[config.mk]
export PLATFORM = sky130hd
export DESIGN_NAME = ascii_radix_converter_unit_flat
export DESIGN_NICKNAME = d
export VERILOG_FILES = /design/src/sv/arc_pkg.sv /design/src/sv/arc_in_if.sv /design/src/sv/arc_out_if.sv /design/src/sv/ascii_radix_converter_unit.sv /design/src/sv/arc_accum.sv /design/src/sv/arc_conv.sv /design/src/flat_wrapper.sv
export VERILOG_INCLUDE_DIRS = /design/src /design/src/sv
export SDC_FILE = /design/constraint.sdc
export NUM_CORES = 1
export LEC_CHECK = 0
export BUFFER_PORTS_ARGS = -buffer_cell sky130_fd_sc_hd__buf_4
export CORE_ASPECT_RATIO = 1.4
export CORE_MARGIN = 4
export CORE_UTILIZATION = 35
export CTS_CLUSTER_DIAMETER = 100
export DETAILED_ROUTE_END_ITERATION = 12
export GPL_TIMING_DRIVEN = 0
export PLACE_DENSITY = 0.5
export SLEW_MARGIN = 15
export SYNTH_ARGS = -nofsm -noshare
export SYNTH_HDL_FRONTEND = slang
export SYNTH_SLANG_ARGS = --single-unit
[constraint.sdc]
create_clock -name i_clk -period 3.6 [get_ports i_clk]
set_input_delay 0.54 -clock i_clk [delete_from_list [all_inputs] [get_ports i_clk]]
set_output_delay 0.54 -clock i_clk [all_outputs]
set_load 0.01 [all_outputs]
[src/sv/ascii_radix_converter_unit_defines.svh]
// Assertion macros shared by the ascii radix converter RTL.
// Defining NO_ASSERTIONS removes every check; nothing else is required.
`ifndef ASCII_RADIX_CONVERTER_UNIT_DEFINES_SVH
`define ASCII_RADIX_CONVERTER_UNIT_DEFINES_SVH
`ifndef NO_ASSERTIONS
// Same-cycle implication, disabled while reset is asserted.
`define ARC_ASSERT_IMPL(label, clk, rst_n, ante, cons) \
    label: assert property (@(posedge clk) disable iff (!(rst_n)) (ante) |-> (cons)) \
        else $error("arc: assertion failed");
// Next-cycle implication, disabled while reset is asserted.
`define ARC_ASSERT_NEXT(label, clk, rst_n, ante, cons) \
    label: assert property (@(posedge clk) disable iff (!(rst_n)) (ante) |=> (cons)) \
        else $error("arc: assertion failed");
`else
`define ARC_ASSERT_IMPL(label, clk, rst_n, ante, cons)
`define ARC_ASSERT_NEXT(label, clk, rst_n, ante, cons)
`endif
`endif

[src/sv/arc_pkg.sv]
// Package for the ascii radix converter: radix codes, sequencer states,
// the start control struct and the character helpers. No dependencies.
package arc_pkg;

    localparam logic [7:0] CH_ZERO    = 8'h30;
    localparam logic [7:0] CH_NINE    = 8'h39;
    localparam logic [7:0] CH_LOWER_A = 8'h61;
    localparam logic [7:0] CH_LOWER_F = 8'h66;

    typedef enum logic [1:0] {
        RADIX_BIN,
        RADIX_DEC,
        RADIX_HEX
    } t_radix;

    typedef enum logic [2:0] {
        S_IDLE,
        S_EXTRACT,
        S_FETCH,
        S_LOAD,
        S_SEND
    } t_conv_state;

    // Handoff of a finished number from the accumulator to the converter.
    typedef struct packed {
        logic   valid;
        logic   err;
        t_radix radix;
    } t_start_ctl;

    // Base code three is treated as hexadecimal.
    function automatic t_radix radix_of(logic [1:0] code);
        t_radix r;
        unique case (code)
            2'd0:    r = RADIX_BIN;
            2'd1:    r = RADIX_DEC;
            default: r = RADIX_HEX;
        endcase
        return r;
    endfunction

    function automatic logic [7:0] char_of(logic [3:0] d);
        logic [7:0] c;
        if (d > 4'd9) begin
            c = 8'(d) - 8'd10 + CH_LOWER_A;
        end else begin
            c = 8'(d) + CH_ZERO;
        end
        return c;
    endfunction

endpackage

[src/sv/arc_in_if.sv]
// Input channel of the ascii radix converter: one character per item.
// No dependencies.
interface arc_in_if;
    logic       valid;
    logic       ready;
    logic [7:0] digit_char;
    logic [1:0] source_base;
    logic [1:0] target_base;
    logic       final_digit;

    modport source (output valid, digit_char, source_base, target_base, final_digit,
                    input ready);
    modport sink   (input valid, digit_char, source_base, target_base, final_digit,
                    output ready);
endinterface

[src/sv/arc_out_if.sv]
// Output channel of the ascii radix converter: one emitted character per item.
// No dependencies.
interface arc_out_if;
    logic       valid;
    logic       ready;
    logic [7:0] out_char;
    logic       out_last;
    logic       bad_digit;

    modport source (output valid, out_char, out_last, bad_digit, input ready);
    modport sink   (input valid, out_char, out_last, bad_digit, output ready);
endinterface

[src/sv/ascii_radix_converter_unit.sv]
// Usage: characters of one number enter on i_in, one item per character, most
// significant digit first, with source and target base codes (0 binary,
// 1 decimal, 2 or 3 hexadecimal) and final_digit on the last character.
// Valid digits build the value modulo 2^VALUE_BITS; any other byte is skipped
// and sets bad_digit on every character of that number's output run.
// After the final character the value leaves on o_out as ASCII digits in the
// target base, most significant first, with out_last on the final one; zero
// gives the single character "0".
// Flow: i_in takes characters while no finished number is pending. After a final
// character i_in is held off until the converter takes the value, which it does
// once idle; characters of the next number are taken during the conversion, but
// after its final character i_in waits until the converter returns to idle.
// Conversion: binary and hexadecimal take each target digit by a plain shift;
// decimal uses a bit-serial restoring divider. Each output character then
// passes through a memory read, an output load and a handshake.
// A stalled receiver simply holds the current character; the sequencer waits.
// Reset is synchronous and active low: the accumulated value, error and pending
// flags, sequencer state and digit counters are cleared and any run in progress
// is dropped; the other data registers keep their contents. The digit memory is
// not cleared and needs no pass.
module ascii_radix_converter_unit #(
    parameter int VALUE_BITS = 32
) (
    input  logic       i_clk,
    input  logic       i_rst_n,
    arc_in_if.sink     i_in,
    arc_out_if.source  o_out
);

    // Handoff from the accumulator to the converter: control as a struct,
    // the finished value alongside at the parameterised width.
    arc_pkg::t_start_ctl   start;
    logic [VALUE_BITS-1:0] start_value;
    logic                  start_ready;

    // The accumulator decodes each character and folds it into the value.
    arc_accum #(
        .VALUE_BITS (VALUE_BITS)
    ) u_accum (
        .i_clk         (i_clk),
        .i_rst_n       (i_rst_n),
        .i_in          (i_in),
        .o_start       (start),
        .o_start_value (start_value),
        .i_start_ready (start_ready)
    );

    // The converter peels off target digits into its memory, then replays
    // them in reverse order onto the output channel.
    arc_conv #(
        .VALUE_BITS (VALUE_BITS)
    ) u_conv (
        .i_clk         (i_clk),
        .i_rst_n       (i_rst_n),
        .i_start       (start),
        .i_start_value (start_value),
        .o_start_ready (start_ready),
        .o_out         (o_out)
    );

endmodule

[src/sv/arc_accum.sv]
// Character decoder and value accumulator of the ascii radix converter.
// Depends on arc_pkg, arc_in_if and the assertion macro header.
`include "ascii_radix_converter_unit_defines.svh"

module arc_accum #(
    parameter int VALUE_BITS = 32
) (
    input  logic                    i_clk,
    input  logic                    i_rst_n,
    arc_in_if.sink                  i_in,
    output arc_pkg::t_start_ctl     o_start,
    output logic [VALUE_BITS-1:0]   o_start_value,
    input  logic                    i_start_ready
);

    logic [VALUE_BITS-1:0] r_value;
    logic                  r_err;
    logic                  r_pend;
    arc_pkg::t_radix       r_tradix;

    logic                  is_num;
    logic                  is_alpha;
    logic [3:0]            dig;
    logic                  dig_ok;
    arc_pkg::t_radix       src_radix;
    logic [VALUE_BITS-1:0] n_value;
    logic                  in_fire;
    logic                  start_fire;

    always_comb begin
        is_num    = (i_in.digit_char >= arc_pkg::CH_ZERO) &&
                    (i_in.digit_char <= arc_pkg::CH_NINE);
        is_alpha  = (i_in.digit_char >= arc_pkg::CH_LOWER_A) &&
                    (i_in.digit_char <= arc_pkg::CH_LOWER_F);
        dig       = is_num ? 4'(i_in.digit_char - arc_pkg::CH_ZERO)
                           : 4'(i_in.digit_char - arc_pkg::CH_LOWER_A + 8'd10);
        src_radix = arc_pkg::radix_of(i_in.source_base);
        unique case (src_radix)
            arc_pkg::RADIX_BIN: begin
                dig_ok  = is_num && (dig < 4'd2);
                n_value = {r_value[VALUE_BITS-2:0], dig[0]};
            end
            arc_pkg::RADIX_DEC: begin
                dig_ok  = is_num;
                // value * 10 as value * 8 + value * 2, wrapping at the register width
                n_value = (r_value << 3) + (r_value << 1) +
                          {{(VALUE_BITS-4){1'b0}}, dig};
            end
            default: begin
                dig_ok  = is_num || is_alpha;
                n_value = {r_value[VALUE_BITS-5:0], dig};
            end
        endcase
    end

    assign i_in.ready    = !r_pend;
    assign in_fire       = i_in.valid && !r_pend;
    assign start_fire    = r_pend && i_start_ready;

    assign o_start.valid = r_pend;
    assign o_start.err   = r_err;
    assign o_start.radix = r_tradix;
    assign o_start_value = r_value;

    always_ff @(posedge i_clk) begin
        if (!i_rst_n) begin
            r_value <= '0;
            r_err   <= 1'b0;
            r_pend  <= 1'b0;
        end else if (start_fire) begin
            r_value <= '0;
            r_err   <= 1'b0;
            r_pend  <= 1'b0;
        end else if (in_fire) begin
            if (dig_ok) begin
                r_value <= n_value;
            end else begin
                r_err <= 1'b1;
            end
            if (i_in.final_digit) begin
                r_pend <= 1'b1;
            end
        end
    end

    always_ff @(posedge i_clk) begin
        if (in_fire && i_in.final_digit) begin
            r_tradix <= arc_pkg::radix_of(i_in.target_base);
        end
    end

    `ARC_ASSERT_NEXT(a_final_pends, i_clk, i_rst_n, in_fire && i_in.final_digit, r_pend)

endmodule

[src/sv/arc_conv.sv]
// Digit-serial radix converter and output sequencer with its digit memory.
// Depends on arc_pkg, arc_out_if and the assertion macro header.
`include "ascii_radix_converter_unit_defines.svh"

module arc_conv #(
    parameter int VALUE_BITS = 32
) (
    input  logic                    i_clk,
    input  logic                    i_rst_n,
    input  arc_pkg::t_start_ctl     i_start,
    input  logic [VALUE_BITS-1:0]   i_start_value,
    output logic                    o_start_ready,
    arc_out_if.source               o_out
);

    localparam int IDX_W = $clog2(VALUE_BITS);
    localparam int CNT_W = $clog2(VALUE_BITS + 1);

    arc_pkg::t_conv_state  r_state;
    arc_pkg::t_conv_state  n_state;
    logic [CNT_W-1:0]      r_cnt;
    logic [IDX_W-1:0]      r_step;
    logic [IDX_W-1:0]      r_rd;
    logic [VALUE_BITS-1:0] r_val;
    logic [3:0]            r_rem;
    logic                  r_err;
    arc_pkg::t_radix       r_radix;
    logic [3:0]            r_q;
    logic [7:0]            r_char;
    logic                  r_last;
    logic [3:0]            r_mem [VALUE_BITS];

    logic [4:0]            rem5;
    logic                  rem_ge;
    logic [3:0]            n_rem;
    logic [VALUE_BITS-1:0] ext_val;
    logic [3:0]            ext_digit;
    logic                  digit_rdy;
    logic                  quot_zero;
    logic                  wr_en;
    logic                  start_fire;
    logic                  out_fire;

    // One restoring division step per cycle for decimal, a plain shift otherwise.
    always_comb begin
        rem5   = {r_rem, r_val[VALUE_BITS-1]};
        rem_ge = rem5 >= 5'd10;
        n_rem  = rem_ge ? 4'(rem5 - 5'd10) : rem5[3:0];
        unique case (r_radix)
            arc_pkg::RADIX_BIN: begin
                ext_val   = r_val >> 1;
                ext_digit = {3'b000, r_val[0]};
                digit_rdy = 1'b1;
            end
            arc_pkg::RADIX_DEC: begin
                ext_val   = {r_val[VALUE_BITS-2:0], rem_ge};
                ext_digit = n_rem;
                digit_rdy = r_step == IDX_W'(VALUE_BITS - 1);
            end
            default: begin
                ext_val   = r_val >> 4;
                ext_digit = r_val[3:0];
                digit_rdy = 1'b1;
            end
        endcase
        quot_zero = ext_val == '0;
    end

    always_comb begin
        n_state = r_state;
        unique case (r_state)
            arc_pkg::S_IDLE:    if (i_start.valid) n_state = arc_pkg::S_EXTRACT;
            arc_pkg::S_EXTRACT: if (digit_rdy && quot_zero) n_state = arc_pkg::S_FETCH;
            arc_pkg::S_FETCH:   n_state = arc_pkg::S_LOAD;
            arc_pkg::S_LOAD:    n_state = arc_pkg::S_SEND;
            arc_pkg::S_SEND: begin
                if (o_out.ready) begin
                    n_state = r_last ? arc_pkg::S_IDLE : arc_pkg::S_FETCH;
                end
            end
            default:            n_state = arc_pkg::S_IDLE;
        endcase
    end

    always_comb begin
        o_start_ready   = r_state == arc_pkg::S_IDLE;
        wr_en           = (r_state == arc_pkg::S_EXTRACT) && digit_rdy;
        o_out.valid     = r_state == arc_pkg::S_SEND;
        o_out.out_char  = r_char;
        o_out.out_last  = r_last;
        o_out.bad_digit = r_err;
    end

    assign start_fire = o_start_ready && i_start.valid;
    assign out_fire   = o_out.valid && o_out.ready;

    always_ff @(posedge i_clk) begin
        if (!i_rst_n) begin
            r_state <= arc_pkg::S_IDLE;
            r_cnt   <= '0;
            r_step  <= '0;
        end else begin
            r_state <= n_state;
            if (start_fire) begin
                r_cnt  <= '0;
                r_step <= '0;
            end else if (r_state == arc_pkg::S_EXTRACT) begin
                if (digit_rdy) begin
                    r_cnt  <= r_cnt + 1'b1;
                    r_step <= '0;
                end else begin
                    r_step <= r_step + 1'b1;
                end
            end
        end
    end

    always_ff @(posedge i_clk) begin
        if (start_fire) begin
            r_val   <= i_start_value;
            r_rem   <= '0;
            r_err   <= i_start.err;
            r_radix <= i_start.radix;
        end else if (r_state == arc_pkg::S_EXTRACT) begin
            r_val <= ext_val;
            r_rem <= digit_rdy ? 4'd0 : n_rem;
            if (digit_rdy) begin
                r_rd <= r_cnt[IDX_W-1:0];
            end
        end
        if (r_state == arc_pkg::S_LOAD) begin
            r_char <= arc_pkg::char_of(r_q);
            r_last <= r_rd == '0;
        end
        if ((r_state == arc_pkg::S_SEND) && o_out.ready && !r_last) begin
            r_rd <= r_rd - 1'b1;
        end
    end

    // Digit memory, least significant digit at the lowest address.
    always_ff @(posedge i_clk) begin
        if (wr_en) begin
            r_mem[r_cnt[IDX_W-1:0]] <= ext_digit;
        end
    end

    always_ff @(posedge i_clk) begin
        r_q <= r_mem[r_rd];
    end

    `ARC_ASSERT_IMPL(a_cnt_bound, i_clk, i_rst_n, 1'b1, r_cnt <= CNT_W'(VALUE_BITS))
    `ARC_ASSERT_NEXT(a_last_to_idle, i_clk, i_rst_n, out_fire && o_out.out_last, r_state == arc_pkg::S_IDLE)
    `ARC_ASSERT_NEXT(a_start_clears, i_clk, i_rst_n, start_fire, (r_cnt == '0) && (r_state == arc_pkg::S_EXTRACT))

endmodule

[src/flat_wrapper.sv]
// flat-port wrapper written by rule: the top's interface ports become plain ports
module ascii_radix_converter_unit_flat 
#(
    parameter int VALUE_BITS = 32
)
  (i_clk, i_rst_n, i_in_valid, i_in_digit_char, i_in_source_base, i_in_target_base, i_in_final_digit, i_in_ready, o_out_valid, o_out_out_char, o_out_out_last, o_out_bad_digit, o_out_ready);
  arc_in_if i_in_i ();
  arc_out_if o_out_i ();
  input  logic i_clk;
  input  logic i_rst_n;
  input wire logic [$bits(i_in_i.valid)-1:0] i_in_valid;
  input wire logic [$bits(i_in_i.digit_char)-1:0] i_in_digit_char;
  input wire logic [$bits(i_in_i.source_base)-1:0] i_in_source_base;
  input wire logic [$bits(i_in_i.target_base)-1:0] i_in_target_base;
  input wire logic [$bits(i_in_i.final_digit)-1:0] i_in_final_digit;
  output wire logic [$bits(i_in_i.ready)-1:0] i_in_ready;
  output wire logic [$bits(o_out_i.valid)-1:0] o_out_valid;
  output wire logic [$bits(o_out_i.out_char)-1:0] o_out_out_char;
  output wire logic [$bits(o_out_i.out_last)-1:0] o_out_out_last;
  output wire logic [$bits(o_out_i.bad_digit)-1:0] o_out_bad_digit;
  input wire logic [$bits(o_out_i.ready)-1:0] o_out_ready;
  assign i_in_i.valid = i_in_valid;
  assign i_in_i.digit_char = i_in_digit_char;
  assign i_in_i.source_base = i_in_source_base;
  assign i_in_i.target_base = i_in_target_base;
  assign i_in_i.final_digit = i_in_final_digit;
  assign i_in_ready = i_in_i.ready;
  assign o_out_valid = o_out_i.valid;
  assign o_out_out_char = o_out_i.out_char;
  assign o_out_out_last = o_out_i.out_last;
  assign o_out_bad_digit = o_out_i.bad_digit;
  assign o_out_i.ready = o_out_ready;
  ascii_radix_converter_unit #(.VALUE_BITS(VALUE_BITS)) u_core (.i_clk(i_clk), .i_rst_n(i_rst_n), .i_in(i_in_i), .o_out(o_out_i));
endmodule
Yosys cells after proc, flatten, opt, wreduce, memory -nomap -nowiden
Memory sizes are Yosys's and may differ from the RTL's. A register that Yosys moved wholly into a read port is not among the register bits.
Cells that the tools add are included.
Widths: inputs -> output; s select.
{ "totals": {"mem_count": 1, "regBits": 103, "ram_bits": 128, "out_inout_bits": 12} }
{ "op_classes": {"add_sub_neg": 12, "mux": 25, "n_reduce_logical": 30, "n_lt_le_gt_ge": 7, "n_eq_ne": 13, "bitwise": 2} }
{ "memory_table": {"columns": ["memory", "words", "word_bits", "read_ports", "rd_clocked_by_memory_dff", "write_ports", "line", "rtl"], "rows": [
  ["u_core.u_conv.r_mem", 32, 4, 1, 1, 1, "arc_conv.sv:31", "logic [3:0] r_mem [VALUE_BITS];"]
]} }
{ "op_table": {"columns": ["op", "count"], "rows": [
  ["$pmux 32 s2", 2],
  ["$mux 32", 2],
  ["$add 32x32->32", 1],
  ["$add 32x4->32", 1],
  ["$logic_not 32->1", 1],
  ["$mux 5", 5],
  ["$pmux 3 s5", 1],
  ["$mux 4", 3],
  ["$logic_and 1x1->1", 10],
  ["$mux 3", 3],
  ["$add 8x7->8 const B", 1],
  ["$eq 2x1->1 const B", 4],
  ["$ge 8x6->1 const B", 1],
  ["$ge 8x7->1 const B", 1],
  ["$le 8x6->1 const B", 1],
  ["$le 8x7->1 const B", 1],
  ["$logic_not 2->1", 4],
  ["$mux 8", 1],
  ["$pmux 2 s2", 2],
  ["$pmux 4 s2", 1],
  ["$reduce_and 2->1", 4],
  ["$sub 4x1->4 const B", 2],
  ["$add 4x6->7 const B", 1],
  ["$add 6x1->6 const B", 1],
  ["other kinds (25)", 35]
]} }

Depth between registers and ports, before layout
{ "depth": {"ltp_word": 8, "depth_mapped": 18, "ltp_nobuf": 18} }

Cells and area by module
A second synthesis with hierarchy kept.
{ "unflattened": {"hier_cells": 1152, "hier_area_um2": 13153.9} }
{ "modules_own_cells": {"columns": ["module", "cells_each", "n_inst", "area_each_um2", "seq_area_each_um2"], "rows": [
  ["arc_conv", 600, 1, 8903.5, 5735.5],
  ["arc_accum", 552, 1, 4250.3, 740.7]
]} }

Worst setup path before layout
Ideal clock, no wire load.
{ "synth_path": {"path_type": "input to register", "startpoint": "input port i_in_digit_char[7]", "endpoint": "register u_core.u_accum.r_value[25], in the netlist u_core.u_accum.o_start_value[25]", "arrival_time_ns": 3.799, "required_time_ns": 3.512, "path_buffers": 0, "setup_slack_ns": -0.288, "cell_stages": 16, "path_cell_list": "nand2b_1 nor3b_1 a21boi_1 nor2b_1 xnor2_1 fa_1 inv_1 ha_1 nand3_2 a211oi_4 o2111ai_2 a2111oi_2 nor2_2 o21ai_2 xnor2_1 a311oi_2"} }
{ "synth_between": {"elab_chain_len": 7, "word_cells_on_any_way": 14} }
{ "synth_rtl": {"columns": ["item", "line", "rtl"], "rows": [
  ["start: declaration", "flat_wrapper.sv:12", "input wire logic [$bits(i_in_i.digit_char)-1:0] i_in_digit_char;"],
  ["parallel branches: the longest is 7 deep, another holds $add 32x4->32", null, null],
  ["end signal: assignment", "arc_accum.sv:76", "r_value <= n_value;"],
  ["end: declaration", "arc_accum.sv:16", "logic [VALUE_BITS-1:0] r_value;"]
]} }
Several ways; the timed one is not identified.
A chain may end at the register's enable or synchronous reset.

Final worst setup path
{ "layout_path": {"startpoint": "input port i_in_digit_char[7]", "endpoint": "register u_core.u_accum.r_value[26], in the netlist u_core.u_accum.o_start_value[26]"} }
The elaborated chain is that of the path after synthesis.

==> metrics.cfg <==
[floorplan]
die_h_microns=235.5
core-area_sq_um=36660
dieArea_sq_um=40160
rows=83
start_util_pct=35.30
fp.dieW_microns=170.5
io_pins=29

[grt]
grt_pass1_vias=9645
grt_max_degree=35
grt_pass1_wl_mm=54.23
grt_overflow=0
grt_use_total_pct=17.07
antenna_found_initial=0

[place]
dpl.hpwl_mm=26.40
place.gp.congestion=0.8095
preCtsSetupSlack_ns=-1.195
placed_cell_area_sq_um=13860
numPortBuffers=27
placed_cells_incl_taps=1666

[final_layout]
nets=1334
utilization_pct=41.25
n_antenna_cell=0
finalInstanceArea_sq_um=15120
drive_above_1_share_pct=18.12
area_delta_synth_final_pct=16.85
final_cells=1725

[outcome]
violations=negative setup slack
status=finished, violations left

[drt]
dr.pass1.iters=5
highest_layer=met4
postRouteAntennaNets=0
drt_iter0_drc=607
wl_mm=35.08
vias=9330
met2_length_mm=19.59
wl_met3_mm=1.130
m1WireLength_mm=12.94
via_per_inst=5.409
wl_per_cell_microns=20.33
drc=0

[yosys]
synth-seq-cells=233
netlist_area_sq_um=12940
synth_area_leaders=edfxtp_1, dfxtp_1, ha_1, mux4_2, nor2_1
ys_types=82
syn_nets=1263
synthFlopType=edfxtp_1
async_flop_share_pct=0
ys_seq_area_share_pct=49.81
synth_mux_area_share_pct=10.90
synth-compound-area-share_pct=13.14
synth_top_cell_area_share_pct=41.30
synth_edf_count=178
synth_top_family_by_area=compound AO/OA/AOI/OAI gates
syn_inst=1169
yosys.area_share.simple_pct=12.60
yosys.area_share.adder_pct=7.560
syn_avg_cell_area_sq_um=11.07
synth_xor_area_share_pct=2.369
synth_top_area_cell=edfxtp_1
synth_warnings=0

[cts]
cts_buffer_depth=3
cts_tree=built
cts_root_buf=clkbuf_16
cts_buffers=24
clk_pin_slew_ns=0.06
cts_htree_levels=1
postCtsHoldBufs=0
clock-sinks=233
clk_latency_ns=0.51

[critical_path]
critPathCaptureType=flop
startpoint_type=input port
critical_path.max_fanout=3
crit_required_ns=4.03
worst-path-buf-inv=2
startpoint=i_in_digit_char[7]
crit_path_max_incr_delay_ns=0.53
critPathKind=input port to flop
crit_arrival_ns=4.06
critPathTopFamily=simple AND/OR/NAND/NOR gates
slowest_stage=fa_1
reg2reg_from=u_core.u_accum.o_start_value[0]
crit_chain=buf_6 > nand2b_4 > nor3b_4 > a21boi_4 > nor2b_4 > xnor2_4 > fa_1 > fa_2 > nor2b_2 > o31a_1 > o21ai_2 > nand3_4 > buf_4 > a31o_4 > nand2_2 > or4_1 > a31oi_1

[sta]
finalMaxSlewViolations=0
setup-violations-final=4
hold_viol=0
period_share_pct=100.7
worst_pin_slew_ns=0.8111
finClkSkew_ns=0.01306
rsz0062_at_grt=true
period_needed_ns=3.626
slew_headroom_pct=45.93
setup_ws_ns=-0.02634
clock.fmax_ghz=0.2758

[run]
drv_cap=0

[power]
ir_drop_v=0.0003220
p_per_area_nw_per_um2=413.3
p_leak_uw=0.005416
finalPower_uw=6250

[min_path]
hold_path_class=input port to flop
holdCritStartpoint=i_rst_n

[worst paths after layout]
check / endpoint / slack [ns] / depth (start not counted)
worst min register to register: u_core.u_conv.r_radix[0] / 0.42 / 0
worst max-delay path: u_core.u_accum.o_start_value[26] / -0.03 / 17
worst max register to register: u_core.u_accum.o_start_value[29] / 0.27 / 12
worst min-delay path: u_core.u_conv.r_state[2] / 0.29 / 2
[metal layers]
layer	GRT usage, %	vias up
met4	6.780	0
met2	33.33	217
li1	-	4502
met3	1.713	74
met1	18.37	4537
met5	0	-
[flip-flops by register name, indices dropped and copies added (netlist names)]
| register | count |
|---|---|
| u_core.u_conv.o_out.bad_digit | 1 |
| u_core.u_conv.r_radix | 2 |
| u_core.u_conv.r_val | 32 |
| u_core.u_conv.r_state | 3 |
| u_core.u_conv.r_rd | 5 |
| u_core.u_accum.r_pend | 1 |
| u_core.u_conv.o_out.out_char | 7 |
| u_core.u_conv.o_out.out_last | 1 |
| u_core.u_accum.r_tradix | 2 |
| u_core.u_conv.r_rem | 4 |
| u_core.u_conv.r_mem | 128 |
| u_core.u_accum.o_start_value | 32 |
| u_core.u_conv.r_step | 5 |
| u_core.u_accum.r_err | 1 |
| u_core.u_conv.r_q | 4 |
| u_core.u_conv.r_cnt | 5 |
[timing repair]
| action | CTS | global route |
|---|---|---|
| pin swaps | 31 | 37 |
| gates cloned | 0 | 0 |
| gates resized for setup | 36 | 31 |
| endpoints found under the setup margin | 24 | 20 |
| buffers inserted | 12 | 6 |
[where the power goes]
| part | internal, uW | switching (uW) | total, uW |
|---|---|---|---|
| logic | 253 | 437 | 690 |
| clock network | 1430 | 1030 | 2460 |
| registers | 3030 | 71.6 | 3100 |
[cell families after synthesis]
kind of cell,count (synthesis)
other cells,1
buf+inv,97
flops,233
compound gates,278
mux,90
fa+ha+maj,77
simple gates,358
xor+xnor,35
[area by class of cell]
cell class	count	area, sq um
clock inverters	14	121.4
repair buffers	45	372.9
well taps	467	584.3
inverters	32	122.6
plain buffers	65	346.6
flip-flops and latches	233	6446
clock buffers	30	654.4
multi-input cells	839	6475
fillers	3514	21540
[placed cells by master (no fill, tap or decap), types with 37 or more instances in the layout]
| cell | n |
|---|---|
| mux2i_1 | 43 |
| edfxtp_1 | 178 |
| clkbuf_1 | 37 |
| dfxtp_1 | 55 |
| a21oi_1 | 85 |
| nand2_1 | 105 |
| o21ai_0 | 71 |
| ha_1 | 68 |
| nor2_1 | 136 |
| mux4_2 | 40 |
| buf_4 | 43 |
[per-stage QoR]
step	hold WS, ns	setup TNS, ns
2_1_floorplan	0.4003	-0.005402
6_report	0.2853	-0.05316
4_1_cts	0.2627	-0.7022
3_5_place_dp	0.4089	-22.12
5_1_grt	0.2798	-1.019
3_3_place_gp	0.4032	-104.72
[worst reg2reg max path: stages, from the launching register on]
cell and delay, ns:
dfxtp_1 0.57, inv_1 0.12, fa_1 0.63, inv_2 0.06
ha_4 0.27, nand3_4 0.07, a211oi_4 0.33, o2111ai_4 0.21
a2111oi_4 0.41, buf_4 0.19, o22ai_4 0.06, xor2_1 0.18
a31oi_1 0.11
[cells in the mapped netlist (all sizes together) (3+ instances only)]
master,count
o22ai,4
mux2,7
dfxtp,55
xnor2,23
o21bai,3
nor3b,3
and3,15
inv,31
or2,5
nand4,14
a211oi,13
a31oi,11
or3b,3
a311oi,3
o21ai,91
or3,10
a21o,10
mux4,40
o31ai,5
nand2,108
o31a,3
nand3,17
mux2i,43
xor2,12
o21a,7
a21oi,90
nor3,11
edfxtp,178
a41oi,3
nand2b,7
buf,30
nor2,141
ha,75
clkbuf,35
and2,5
o211ai,10
nand3b,5
a22oi,3
nor2b,7
a2111oi,3
(Power assumes the default switching activity.)
